File: src/rtl/swfr_pkg.sv
// ----------------------------------------------------------------------------
// swfr_pkg
// Shared constants and types of the stop-and-wait frame receiver.
// ----------------------------------------------------------------------------
package swfr_pkg;

  localparam logic [7:0] FLAG_BYTE = 8'h7e;
  localparam logic [7:0] ESC_BYTE  = 8'h7d;
  localparam logic [7:0] ESC_MASK  = 8'h20;
  localparam logic [7:0] SEQ0_CTRL = 8'h00;
  localparam logic [7:0] SEQ1_CTRL = 8'h40;

  localparam int unsigned NUM_CFG = 8;

  localparam logic [2:0] R_ADDR = 3'd0;
  localparam logic [2:0] R_SET  = 3'd1;
  localparam logic [2:0] R_UA   = 3'd2;
  localparam logic [2:0] R_DISC = 3'd3;
  localparam logic [2:0] R_RR0  = 3'd4;
  localparam logic [2:0] R_RR1  = 3'd5;
  localparam logic [2:0] R_REJ0 = 3'd6;
  localparam logic [2:0] R_REJ1 = 3'd7;

  localparam logic [7:0] CFG_RESET [NUM_CFG] = '{
    8'd3, 8'd3, 8'd7, 8'd11, 8'd5, 8'd133, 8'd1, 8'd129
  };

  localparam logic [1:0] KIND_PAYLOAD = 2'd0;
  localparam logic [1:0] KIND_REPLY   = 2'd1;
  localparam logic [1:0] KIND_EVENT   = 2'd2;

  localparam logic [2:0] EV_DATA_OK = 3'd0;
  localparam logic [2:0] EV_DUP     = 3'd1;
  localparam logic [2:0] EV_BCC2    = 3'd2;
  localparam logic [2:0] EV_OPENED  = 3'd3;
  localparam logic [2:0] EV_DISC    = 3'd4;
  localparam logic [2:0] EV_CLOSED  = 3'd5;
  localparam logic [2:0] EV_ABORT   = 3'd6;

  // Result burst held between input and output side.
  typedef enum logic [1:0] {
    B_PAYLOAD = 2'd0,
    B_REPLY   = 2'd1,
    B_EVENT   = 2'd2
  } burst_mode_t;

  typedef struct packed {
    burst_mode_t mode;
    logic [7:0]  data;
    logic [2:0]  ev;
  } burst_t;

  localparam logic [2:0] REPLY_LAST_IDX = 3'd5;

endpackage

File: src/rtl/stop_wait_frame_receiver.sv
// ----------------------------------------------------------------------------
// stop_wait_frame_receiver
// Receiving side of a stop-and-wait HDLC-style link: header hunt, byte
// destuffing, BCC2 check, link phase tracking and reply generation.
// ----------------------------------------------------------------------------
// One line byte is accepted per cycle while in_stall is low. Each byte
// updates the frame and link state in the cycle it is accepted and loads a
// burst register with the results it causes; the output side drains that
// burst one beat per cycle while out_stall is low. A payload byte or a
// single event is one beat, so bytes keep that rate; a frame end that sends
// a reply is six beats (five reply bytes and the event). The next byte is
// taken in the cycle the final beat of a burst leaves.
module stop_wait_frame_receiver
  import swfr_pkg::*;
(
  input  logic       clk,
  input  logic       rst,
  input  logic       cfg_we,
  input  logic [2:0] cfg_index,
  input  logic [7:0] cfg_data,
  input  logic       in_valid,
  output logic       in_stall,
  input  logic [7:0] rx_byte,
  output logic       out_valid,
  input  logic       out_stall,
  output logic [1:0] out_kind,
  output logic [7:0] out_byte,
  output logic [2:0] event_code,
  output logic       last
);

  localparam logic [2:0] ST_HUNT = 3'd0;
  localparam logic [2:0] ST_FLAG = 3'd1;
  localparam logic [2:0] ST_ADDR = 3'd2;
  localparam logic [2:0] ST_CTRL = 3'd3;
  localparam logic [2:0] ST_SUPV = 3'd4;
  localparam logic [2:0] ST_DATA = 3'd5;

  localparam logic [1:0] PH_IDLE    = 2'd0;
  localparam logic [1:0] PH_OPEN    = 2'd1;
  localparam logic [1:0] PH_CLOSING = 2'd2;

  logic [7:0] cfg [NUM_CFG];

  logic [2:0] frame_state, frame_state_next;
  logic       escape_pending, escape_pending_next;
  logic [1:0] link_phase, link_phase_next;
  logic [7:0] control_seen, control_seen_next;
  logic       expected_seq, expected_seq_next;
  logic [7:0] held_byte, held_byte_next;
  logic       held_valid, held_valid_next;
  logic [7:0] running_xor, running_xor_next;

  logic       burst_valid;
  burst_t     burst;
  logic [2:0] idx;
  logic       burst_load;
  burst_t     burst_next;

  logic       in_accept;
  logic       out_take;
  logic       is_flag;
  logic       is_iframe_b;
  logic       is_iframe_seen;
  logic       ctrl_ok;
  logic       seq_seen;
  logic [7:0] destuffed;

  assign out_valid = burst_valid;
  assign out_take  = burst_valid && !out_stall;
  assign in_stall  = burst_valid && !(out_take && last);
  assign in_accept = in_valid && !in_stall;

  assign is_flag        = (rx_byte == FLAG_BYTE);
  assign is_iframe_b    = (rx_byte == SEQ0_CTRL) || (rx_byte == SEQ1_CTRL);
  assign is_iframe_seen = (control_seen == SEQ0_CTRL) || (control_seen == SEQ1_CTRL);
  assign seq_seen       = (control_seen == SEQ1_CTRL);
  assign destuffed      = escape_pending ? (rx_byte ^ ESC_MASK) : rx_byte;

  always_comb begin
    case (link_phase)
      PH_IDLE:    ctrl_ok = (rx_byte == cfg[R_SET]);
      PH_OPEN:    ctrl_ok = is_iframe_b || (rx_byte == cfg[R_DISC]);
      PH_CLOSING: ctrl_ok = (rx_byte == cfg[R_UA]);
      default:    ctrl_ok = 1'b0;
    endcase
  end

  always_comb begin
    frame_state_next    = frame_state;
    escape_pending_next = escape_pending;
    link_phase_next     = link_phase;
    control_seen_next   = control_seen;
    expected_seq_next   = expected_seq;
    held_byte_next      = held_byte;
    held_valid_next     = held_valid;
    running_xor_next    = running_xor;
    burst_load          = 1'b0;
    burst_next.mode     = B_EVENT;
    burst_next.data     = 8'h00;
    burst_next.ev       = EV_DATA_OK;

    case (frame_state)
      ST_HUNT: begin
        if (is_flag) frame_state_next = ST_FLAG;
      end
      ST_FLAG: begin
        if (rx_byte == cfg[R_ADDR]) frame_state_next = ST_ADDR;
        else if (!is_flag) frame_state_next = ST_HUNT;
      end
      ST_ADDR: begin
        if (ctrl_ok) begin
          control_seen_next = rx_byte;
          frame_state_next  = ST_CTRL;
        end else begin
          frame_state_next = is_flag ? ST_FLAG : ST_HUNT;
        end
      end
      ST_CTRL: begin
        if (rx_byte == (cfg[R_ADDR] ^ control_seen)) begin
          if (link_phase == PH_OPEN && is_iframe_seen) begin
            frame_state_next    = ST_DATA;
            escape_pending_next = 1'b0;
            held_valid_next     = 1'b0;
            running_xor_next    = 8'h00;
          end else begin
            frame_state_next = ST_SUPV;
          end
        end else begin
          frame_state_next = is_flag ? ST_FLAG : ST_HUNT;
        end
      end
      ST_SUPV: begin
        if (is_flag) begin
          frame_state_next = ST_FLAG;
          burst_load       = 1'b1;
          case (link_phase)
            PH_IDLE: begin
              link_phase_next   = PH_OPEN;
              expected_seq_next = 1'b0;
              burst_next.mode   = B_REPLY;
              burst_next.data   = cfg[R_UA];
              burst_next.ev     = EV_OPENED;
            end
            PH_OPEN: begin
              link_phase_next = PH_CLOSING;
              burst_next.mode = B_REPLY;
              burst_next.data = cfg[R_DISC];
              burst_next.ev   = EV_DISC;
            end
            default: begin
              link_phase_next = PH_IDLE;
              burst_next.ev   = EV_CLOSED;
            end
          endcase
        end else begin
          frame_state_next = ST_HUNT;
        end
      end
      ST_DATA: begin
        if (is_flag) begin
          frame_state_next    = ST_FLAG;
          escape_pending_next = 1'b0;
          held_valid_next     = 1'b0;
          burst_load          = 1'b1;
          if (escape_pending) begin
            burst_next.ev = EV_ABORT;
          end else if (held_valid && running_xor == held_byte) begin
            burst_next.mode = B_REPLY;
            if (seq_seen == expected_seq) begin
              expected_seq_next = !expected_seq;
              burst_next.data   = expected_seq ? cfg[R_RR0] : cfg[R_RR1];
              burst_next.ev     = EV_DATA_OK;
            end else begin
              burst_next.data = expected_seq ? cfg[R_RR1] : cfg[R_RR0];
              burst_next.ev   = EV_DUP;
            end
          end else begin
            burst_next.mode = B_REPLY;
            burst_next.data = expected_seq ? cfg[R_REJ1] : cfg[R_REJ0];
            burst_next.ev   = EV_BCC2;
          end
        end else if (!escape_pending && rx_byte == ESC_BYTE) begin
          escape_pending_next = 1'b1;
        end else begin
          escape_pending_next = 1'b0;
          if (held_valid) begin
            running_xor_next = running_xor ^ held_byte;
            if (seq_seen == expected_seq) begin
              burst_load      = 1'b1;
              burst_next.mode = B_PAYLOAD;
              burst_next.data = held_byte;
            end
          end
          held_byte_next  = destuffed;
          held_valid_next = 1'b1;
        end
      end
      default: begin
        frame_state_next = ST_HUNT;
      end
    endcase
  end

  always_comb begin
    out_kind   = KIND_EVENT;
    out_byte   = 8'h00;
    event_code = burst.ev;
    last       = 1'b1;
    case (burst.mode)
      B_PAYLOAD: begin
        out_kind   = KIND_PAYLOAD;
        out_byte   = burst.data;
        event_code = EV_DATA_OK;
      end
      B_REPLY: begin
        last = (idx == REPLY_LAST_IDX);
        if (idx != REPLY_LAST_IDX) begin
          out_kind   = KIND_REPLY;
          event_code = EV_DATA_OK;
        end
        case (idx)
          3'd0:    out_byte = FLAG_BYTE;
          3'd1:    out_byte = cfg[R_ADDR];
          3'd2:    out_byte = burst.data;
          3'd3:    out_byte = cfg[R_ADDR] ^ burst.data;
          3'd4:    out_byte = FLAG_BYTE;
          default: out_byte = 8'h00;
        endcase
      end
      default: begin
        out_kind = KIND_EVENT;
      end
    endcase
  end

  always_ff @(posedge clk) begin
    if (rst) begin
      for (int i = 0; i < NUM_CFG; i++) cfg[i] <= CFG_RESET[i];
    end else if (cfg_we) begin
      cfg[cfg_index] <= cfg_data;
    end
  end

  always_ff @(posedge clk) begin
    if (rst) begin
      frame_state    <= ST_HUNT;
      escape_pending <= 1'b0;
      link_phase     <= PH_IDLE;
      control_seen   <= 8'h00;
      expected_seq   <= 1'b0;
      held_valid     <= 1'b0;
      running_xor    <= 8'h00;
    end else if (in_accept) begin
      frame_state    <= frame_state_next;
      escape_pending <= escape_pending_next;
      link_phase     <= link_phase_next;
      control_seen   <= control_seen_next;
      expected_seq   <= expected_seq_next;
      held_valid     <= held_valid_next;
      running_xor    <= running_xor_next;
    end
  end

  always_ff @(posedge clk) begin
    if (in_accept) held_byte <= held_byte_next;
  end

  always_ff @(posedge clk) begin
    if (rst) begin
      burst_valid <= 1'b0;
      idx         <= 3'd0;
    end else if (in_accept && burst_load) begin
      burst_valid <= 1'b1;
      idx         <= 3'd0;
    end else if (out_take) begin
      if (last) begin
        burst_valid <= 1'b0;
        idx         <= 3'd0;
      end else begin
        idx <= idx + 3'd1;
      end
    end
  end

  always_ff @(posedge clk) begin
    if (in_accept && burst_load) burst <= burst_next;
  end

`ifndef ASSERT_OFF
  a_held_in_data: assert property (@(posedge clk) disable iff (rst)
    held_valid |-> frame_state == ST_DATA)
    else $error("held byte outside payload");

  a_esc_in_data: assert property (@(posedge clk) disable iff (rst)
    escape_pending |-> frame_state == ST_DATA)
    else $error("escape pending outside payload");

  a_phase_code: assert property (@(posedge clk) disable iff (rst)
    link_phase != 2'd3)
    else $error("bad link phase");

  a_reply_event: assert property (@(posedge clk) disable iff (rst)
    (burst_valid && burst.mode == B_REPLY) |->
      (burst.ev != EV_CLOSED && burst.ev != EV_ABORT))
    else $error("reply burst with no-reply event");

  a_idx_wrap: assert property (@(posedge clk) disable iff (rst)
    (out_take && last) |=> idx == 3'd0)
    else $error("beat index not restarted");

  a_idx_range: assert property (@(posedge clk) disable iff (rst)
    burst_valid |-> (idx <= REPLY_LAST_IDX))
    else $error("beat index past burst");
`endif

endmodule

File: config.mk
export PLATFORM = sky130hd
export DESIGN_NAME = stop_wait_frame_receiver
export DESIGN_NICKNAME = d
export VERILOG_FILES = /design/src/rtl/swfr_pkg.sv /design/src/rtl/stop_wait_frame_receiver.sv
export SDC_FILE = /design/constraint.sdc
export NUM_CORES = 1
export LEC_CHECK = 0
export CORE_MARGIN = 10
export CORE_UTILIZATION = 40
export CTS_BUF_LIST = sky130_fd_sc_hd__clkbuf_2
export CTS_CLUSTER_SIZE = 12
export DETAILED_ROUTE_END_ITERATION = 10
export DONT_BUFFER_PORTS = 1
export GPL_TIMING_DRIVEN = 0
export PLACE_DENSITY = 0.57
export SLEW_MARGIN = 20
export SYNTH_ARGS = -nofsm -noshare
export SYNTH_HDL_FRONTEND = slang
export SYNTH_SLANG_ARGS = --single-unit
File: constraint.sdc
create_clock -name clk -period 5.7 [get_ports clk]
set_input_delay 0.57 -clock clk [delete_from_list [all_inputs] [get_ports clk]]
set_output_delay 0.57 -clock clk [all_outputs]
set_load 0.005 [all_outputs]
==> results of run 1 <==
==> what timing repair did <==
item | CTS | global route
endpoints found under the hold margin | 60 | 3
hold buffers | 16 | 2
endpoints found under the setup margin | 0 | 0
==> final cells by class <==
class	count	area [um^2]
antenna	1	2.50
buffer	35	163
clock buffer	17	85.1
clock inverter	15	135
fill	1474	8340
inverter	29	109
multi-input combinational	444	2930
sequential	113	3110
tap	211	264
timing repair buffer	18	180
==> cells by family after synthesis <==
logic type / Yosys count / synth area share, %
and+or+nand+nor: 237 / 20.7
AOI/OAI and AO/OA: 129 / 12.4
DFF: 113 / 49.4
buffers and inverters: 64 / 4.31
xor gates and xnor gates: 42 / 7.15
muxes: 31 / 5.08
adders and majority gates: 5 / 0.993
==> metal layers <==
metal,vias to the layer above,track usage (%),share of wire [%]
met2,219,25.6,46
met4,0,5.26,1.9
met3,30,5.15,8.8
li1,2308,-,-
met5,-,0,0
met1,2348,21.7,43
==> sequential cells by signal, summed over array words and instances, names as in the netlist <==
signal,count
burst,13
cfg,64
control_seen,8
escape_pending,1
expected_seq,1
frame_state,3
held_byte,8
held_valid,1
idx,3
link_phase,2
out_valid,1
running_xor,8
==> synthesized netlist by cell type (2+ instances only) <==
library cell	count
sky130_fd_sc_hd__or2_2	8
sky130_fd_sc_hd__nor4_1	6
sky130_fd_sc_hd__o21ai_1	2
sky130_fd_sc_hd__a22o_1	2
sky130_fd_sc_hd__o32ai_1	2
sky130_fd_sc_hd__buf_6	2
sky130_fd_sc_hd__buf_2	10
sky130_fd_sc_hd__a211oi_1	3
sky130_fd_sc_hd__o21ai_0	37
sky130_fd_sc_hd__or3_1	16
sky130_fd_sc_hd__or4_1	2
sky130_fd_sc_hd__nor2b_1	10
sky130_fd_sc_hd__nor2_1	44
sky130_fd_sc_hd__ha_1	5
sky130_fd_sc_hd__nand4_1	9
sky130_fd_sc_hd__xor2_1	11
sky130_fd_sc_hd__nand3_1	13
sky130_fd_sc_hd__and2_1	51
sky130_fd_sc_hd__o2111ai_1	2
sky130_fd_sc_hd__xnor3_1	6
sky130_fd_sc_hd__o22ai_1	8
sky130_fd_sc_hd__nand3b_1	9
sky130_fd_sc_hd__edfxtp_1	85
sky130_fd_sc_hd__nand2b_1	8
sky130_fd_sc_hd__inv_1	29
sky130_fd_sc_hd__a221o_1	4
sky130_fd_sc_hd__mux2i_1	23
sky130_fd_sc_hd__nand2_1	35
sky130_fd_sc_hd__a21oi_1	55
sky130_fd_sc_hd__and3_1	4
sky130_fd_sc_hd__xnor2_1	25
sky130_fd_sc_hd__dfxtp_1	28
sky130_fd_sc_hd__nor3b_1	3
sky130_fd_sc_hd__clkbuf_1	22
sky130_fd_sc_hd__a21o_1	2
sky130_fd_sc_hd__mux2_2	8
sky130_fd_sc_hd__nor3_1	12
==> power by group <==
part | leakage, nW | total (mW) | switching (mW) | internal, mW
sequential | 1.05 | 0.928 | 0.0166 | 0.911
clock | 0.124 | 0.507 | 0.347 | 0.160
combinational | 1.29 | 0.117 | 0.0699 | 0.0466
total | 2.46 | 1.55 | 0.433 | 1.12
==> through the flow <==
step / setup slack, ns / area (um^2) / instances
finish: 2.44 / 6980 / 883
CTS: 2.38 / 6960 / 880
global route: 2.12 / 6980 / 883
global placement: 2.60 / 6570 / 832
detailed placement: 2.64 / 6580 / 832
floorplan: 3.15 / 6300 / 621
==> how the worst max path moves through the flow <==
stage                          startpoint            to  cells after the start
after floorplan                rx_byte[7]  held_byte[0]                      6
after global placement         rx_byte[7]  held_byte[2]                      6
after detailed placement  control_seen[1]      burst[7]                      6
after CTS                          idx[0]   out_byte[3]                      8
after global routing               idx[0]   out_byte[6]                      8
final                              idx[0]   out_byte[3]                      8
==> critical path, cell delays in order (launching register included) <==
cell	delay, ns
sky130_fd_sc_hd__dfxtp_1	0.45
sky130_fd_sc_hd__ha_1	0.19
sky130_fd_sc_hd__ha_1	0.16
sky130_fd_sc_hd__clkbuf_1	0.31
sky130_fd_sc_hd__clkbuf_1	0.38
sky130_fd_sc_hd__a21oi_1	0.11
sky130_fd_sc_hd__o22ai_1	0.17
sky130_fd_sc_hd__o21ai_0	0.10
sky130_fd_sc_hd__nand2_1	0.15
==> results.yml, run 1 <==
drt:
  post-route-drc-count: 0
  route.vias.total: 4905
  drt-initial-drc-count: 616
  routedWlPerCell_um: 19.9
  drt-pass1-iter-count: 7
  route.detailed.vias_per_inst: 5.55
  detailed_route_wl_mm: 17.6
  ant_nets: 0
floorplan:
  floorplan.die.height_um: 146
  floorplan.core_area_um2: 15300
  floorplan.initialDensity_pct: 41.1
  io_pins: 40
  core.rowCount: 45
  dieArea_um2: 21200
  floorplan.die.width_um: 146
global_routing:
  tot_gr_track_use_pct: 16.6
  pin_count_of_the_biggest_net_entering_global_routing: 17
  grt_pass1_wl_mm: 27.2
  grt_pass1_vias: 4711
  globalRoute.totalOverflow: 0
  antenna_found_initial: 1
place:
  place_hpwl_mm: 12.5
  numPortBuffers: 0
  gp_routability_congestion: 0.930
final_layout:
  post_route_cells_drive_above_1_share_pct: 10.4
  layout.cells.most_common: "sky130_fd_sc_hd__edfxtp_1"
  final_cell_mix: "sky130_fd_sc_hd__edfxtp_1, sky130_fd_sc_hd__a21oi_1, sky130_fd_sc_hd__and2_1"
  synthToLayoutAreaGrowth_pct: 10.7
  fin_util_pct: 45.6
  final_nets: 687
clock_tree:
  cts_tree: "yes"
  deepest_level_of_the_cts_h_tree: 4
  clock_sinks: 113
  cts_root_buffer: "sky130_fd_sc_hd__clkbuf_2"
  numCtsBuffers: 17
  clk_path_buf_depth: 2
  post_cts_resize_count: 0
  worstSkewPairLatency_ns: 0.70
  setup_fix_bufs_post_cts: 0
  clkTransAtPathRegs_ns: 0.18
pwr:
  power_density_nw_per_um2: 222
  irDropWorstVdd_mv: 0.136
  power_leakage_nw: 2.46
  p_total_mw: 1.55
worst_setup_path:
  timing.critical_path.from_type: "register"
  critPathKind: "register to output pin"
  reg2reg_setup_slack_ns: 2.61
  crit_path_end_kind: "output pin"
  r2r.worst_path.cells: 7
  crit_path_max_fanout: 10
  worst-endpoint-arrival_ns: 2.69
  critPathRequiredTime_ns: 5.13
  reg2reg_capture_point: "burst[9]"
  timing.rr.start: "control_seen[1]"
min_path:
  hold_path_end: "cfg[2][6]"
  timing.hold.worst.start: "cfg_data[6]"
  min_delay_path_depth: 1
  classification_of_the_worst_slack_hold_path: "primary input to register"
timing:
  holdWs_ns: 0.0922
  report.final.setup_viol: 0
  fin_setup_tns_ns: 0
  max_freq_mhz: 306
  fin_skew_ns: 0.0267
  final_max_slew_viol_count: 0
  relSlewSlack_pct: 38.7
  rsz0062_at_grt: "no"
  final-hold-violation-count: 0
  fin_crit_ns: 3.26
  share_of_the_clock_period_used_by_the_worst_path_after_layout_pct: 57.3
  transition_time_of_the_tightest_slew_check_pin_ns: 0.913
run:
  drv.max_cap_violation_count: 0
synth:
  syn_area_per_cell_um2: 10.1
  postSynth.topFlopCell: "sky130_fd_sc_hd__edfxtp_1"
  synthArstFlopShare_pct: 0
  postSynthRegisterBits: 113
  yosysTopAreaCell: "sky130_fd_sc_hd__edfxtp_1"
  postSynthCellCount: 621
  yosys_warnings: 0
  synth-seq-area-share_pct: 49.4
  synth_top_area_share_pct: 40.5
  post_synth_edffs: 85
  netlist_area_um2: 6300
  ys_top_cells_by_area: "sky130_fd_sc_hd__edfxtp_1, sky130_fd_sc_hd__dfxtp_1, sky130_fd_sc_hd__and2_1"
  syn-num-nets: 650
  synth_cell_type_count: 57
run_status:
  status: "finished clean"
Note: power is estimated with default switching activity, not from simulation.
==> run 2, diff against run 1 <==
- PLACE_DENSITY: 0.57 -> 0.59
- clock period: 5.7 -> 3 ns (I/O delays scaled with it)
==> results.yml, run 2 (synthesis results as in run 1) <==
global_routing:
  grt_pass1_vias: 4920
  antenna_found_initial: 0
  globalRoute.totalOverflow: 0
  pin_count_of_the_biggest_net_entering_global_routing: 17
  tot_gr_track_use_pct: 16.4
  grt_pass1_wl_mm: 27.3
pwr:
  p_int_mw: 2.29
  logic_gate_share_of_total_power_pct: 7.4
  power_density_nw_per_um2: 436
  irDropWorstVdd_mv: 0.416
  netSwitchingPower_uw: 792
  power.share.switching_pct: 25.7
  p_seq_share_pct: 57.2
  p_clk_share_pct: 35.4
  power_leakage_nw: 2.51
timing:
  report.final.setup_viol: 0
  fin_skew_ns: 0.0354
  rsz0062_at_grt: "no"
  fin_crit_ns: 2.81
  relSlewSlack_pct: 46.0
  max_freq_mhz: 356
  share_of_the_clock_period_used_by_the_worst_path_after_layout_pct: 93.5
  post-route-worst-setup-slack_ns: 0.195
  holdWs_ns: 0.0270
  final-hold-violation-count: 0
  transition_time_of_the_tightest_slew_check_pin_ns: 0.805
  final_max_slew_viol_count: 0
clock_tree:
  clk_path_buf_depth: 2
  numCtsBuffers: 17
  cts_root_buffer: "sky130_fd_sc_hd__clkbuf_2"
  worstSkewPairLatency_ns: 0.71
  cts_tree: "yes"
  deepest_level_of_the_cts_h_tree: 4
  clkTransAtPathRegs_ns: 0.17
  clock_sinks: 113
worst_setup_path:
  crit_path_end_kind: "output pin"
  reg2reg_setup_slack_ns: 0.37
  worst-endpoint-arrival_ns: 2.51
  r2r.worst_path.cells: 6
  reg2reg_capture_point: "held_byte[5]"
  critPathKind: "register to output pin"
  timing.critical_path.from_type: "register"
  critPathRequiredTime_ns: 2.70
  crit_path_max_fanout: 9
  timing.rr.start: "idx[0]"
drt:
  drt-pass1-iter-count: 7
  routedWlPerCell_um: 19.5
  route.detailed.vias_per_inst: 5.51
  route.vias.total: 4882
  post-route-drc-count: 0
  ant_nets: 0
  drt-initial-drc-count: 582
  detailed_route_wl_mm: 17.3
place:
  numPortBuffers: 0
  gp_routability_congestion: 0.911
  place_hpwl_mm: 12.5
  dpl_worst_slack_ns: -0.0868
  post-place-cells: 832
final_layout:
  num-fill-cells: 1462
  synthToLayoutAreaGrowth_pct: 12.1
  largest_register: "cfg"
  antenna_cell_count: 0
  top_regs: "cfg (64), burst (13)"
  largest_reg_flops: 64
  layout.cells.most_common: "sky130_fd_sc_hd__edfxtp_1"
  fin_cells: 886
  final_cell_mix: "sky130_fd_sc_hd__edfxtp_1, sky130_fd_sc_hd__a21oi_1, sky130_fd_sc_hd__and2_1"
  multiInputGateArea_um2: 2930
  final_nets: 691
  post_route_cells_drive_above_1_share_pct: 11.0
  area.sequential_um2: 3110
floorplan:
  core.rowCount: 45
  dieArea_um2: 21200
  floorplan.die.width_um: 146
  io_pins: 40
  floorplan.die.height_um: 146
  floorplan.core_area_um2: 15300
  floorplan.initialDensity_pct: 41.1
run_status:
  status: "finished clean"
run:
  drv.max_cap_violation_count: 0
min_path:
  classification_of_the_worst_slack_hold_path: "primary input to register"
  timing.hold.worst.start: "out_stall"
  hold_path_end: "out_valid"
  min_delay_path_depth: 4
==> run 2: stage by stage <==
step	TNS (ns)	instance area, um^2	utilization, %	total power, mW
2_1_floorplan	0	6300	-	1.93
3_3_place_gp	-0.530	6570	42.9	1.98
3_5_place_dp	-1.12	6580	42.9	1.99
4_1_cts	0	7050	46.0	3.09
5_1_grt	0	7060	46.1	3.20
6_report	0	7060	46.1	3.08
==> run 2: routing by layer <==
layer | global-route usage (%) | part of all wire [%]
met4 | 5.01 | 1.8
met1 | 21.4 | 44
met5 | 0 | 0
met3 | 4.69 | 7.7
met2 | 25.6 | 46
==> run 2: how the worst max path moves through the flow <==
stage | slack, ns | to | startpoint | cells past startpoint
final | 0.19 | out_byte[7] | idx[0] | 7
after global routing | 0.002 | out_byte[7] | idx[0] | 7
after CTS | 0.02 | burst[9] | control_seen[1] | 7
after detailed placement | -0.09 | burst[7] | control_seen[1] | 6
after global placement | -0.04 | burst[9] | control_seen[1] | 6
after floorplan | 0.69 | burst[0] | control_seen[1] | 6
==> run 2: power by group through the flow <==
stage / combinational (mW) / sequential, mW / clock [mW]
after floorplan: 0.142 / 1.78 / 0
after global placement: 0.184 / 1.80 / 0
after detailed placement: 0.189 / 1.80 / 0
after CTS: 0.228 / 1.76 / 1.10
after global routing: 0.248 / 1.77 / 1.18
final: 0.228 / 1.76 / 1.09
==> run 2: area by class of cell <==
type	count	share of cell area, %
inverter	29	1.54
multi-input combinational	444	41.5
buffer	34	2.29
tap	211	3.74
clock buffer	18	1.28
sequential	113	44.1
timing repair buffer	23	3.23
clock inverter	14	2.30
==> run 2: critical path: stages, from the launching register on <==
cell and delay, ns:
sky130_fd_sc_hd__dfxtp_1 0.44, sky130_fd_sc_hd__inv_1 0.10, sky130_fd_sc_hd__ha_1 0.21, sky130_fd_sc_hd__nor2b_1 0.13, sky130_fd_sc_hd__clkbuf_1 0.21, sky130_fd_sc_hd__nor4_1 0.34, sky130_fd_sc_hd__nor2_2 0.13, sky130_fd_sc_hd__a22o_1 0.27
==> run 2: repair_timing <==
action / 4_1_cts / 5_1_grt
gates resized for setup: 1 / 6
pin swaps: 0 / 1
hold endpoints to repair: 82 / 0
setup buffers: 0 / 1
hold buffers: 22 / 0
endpoints found under the setup margin: 15 / 33
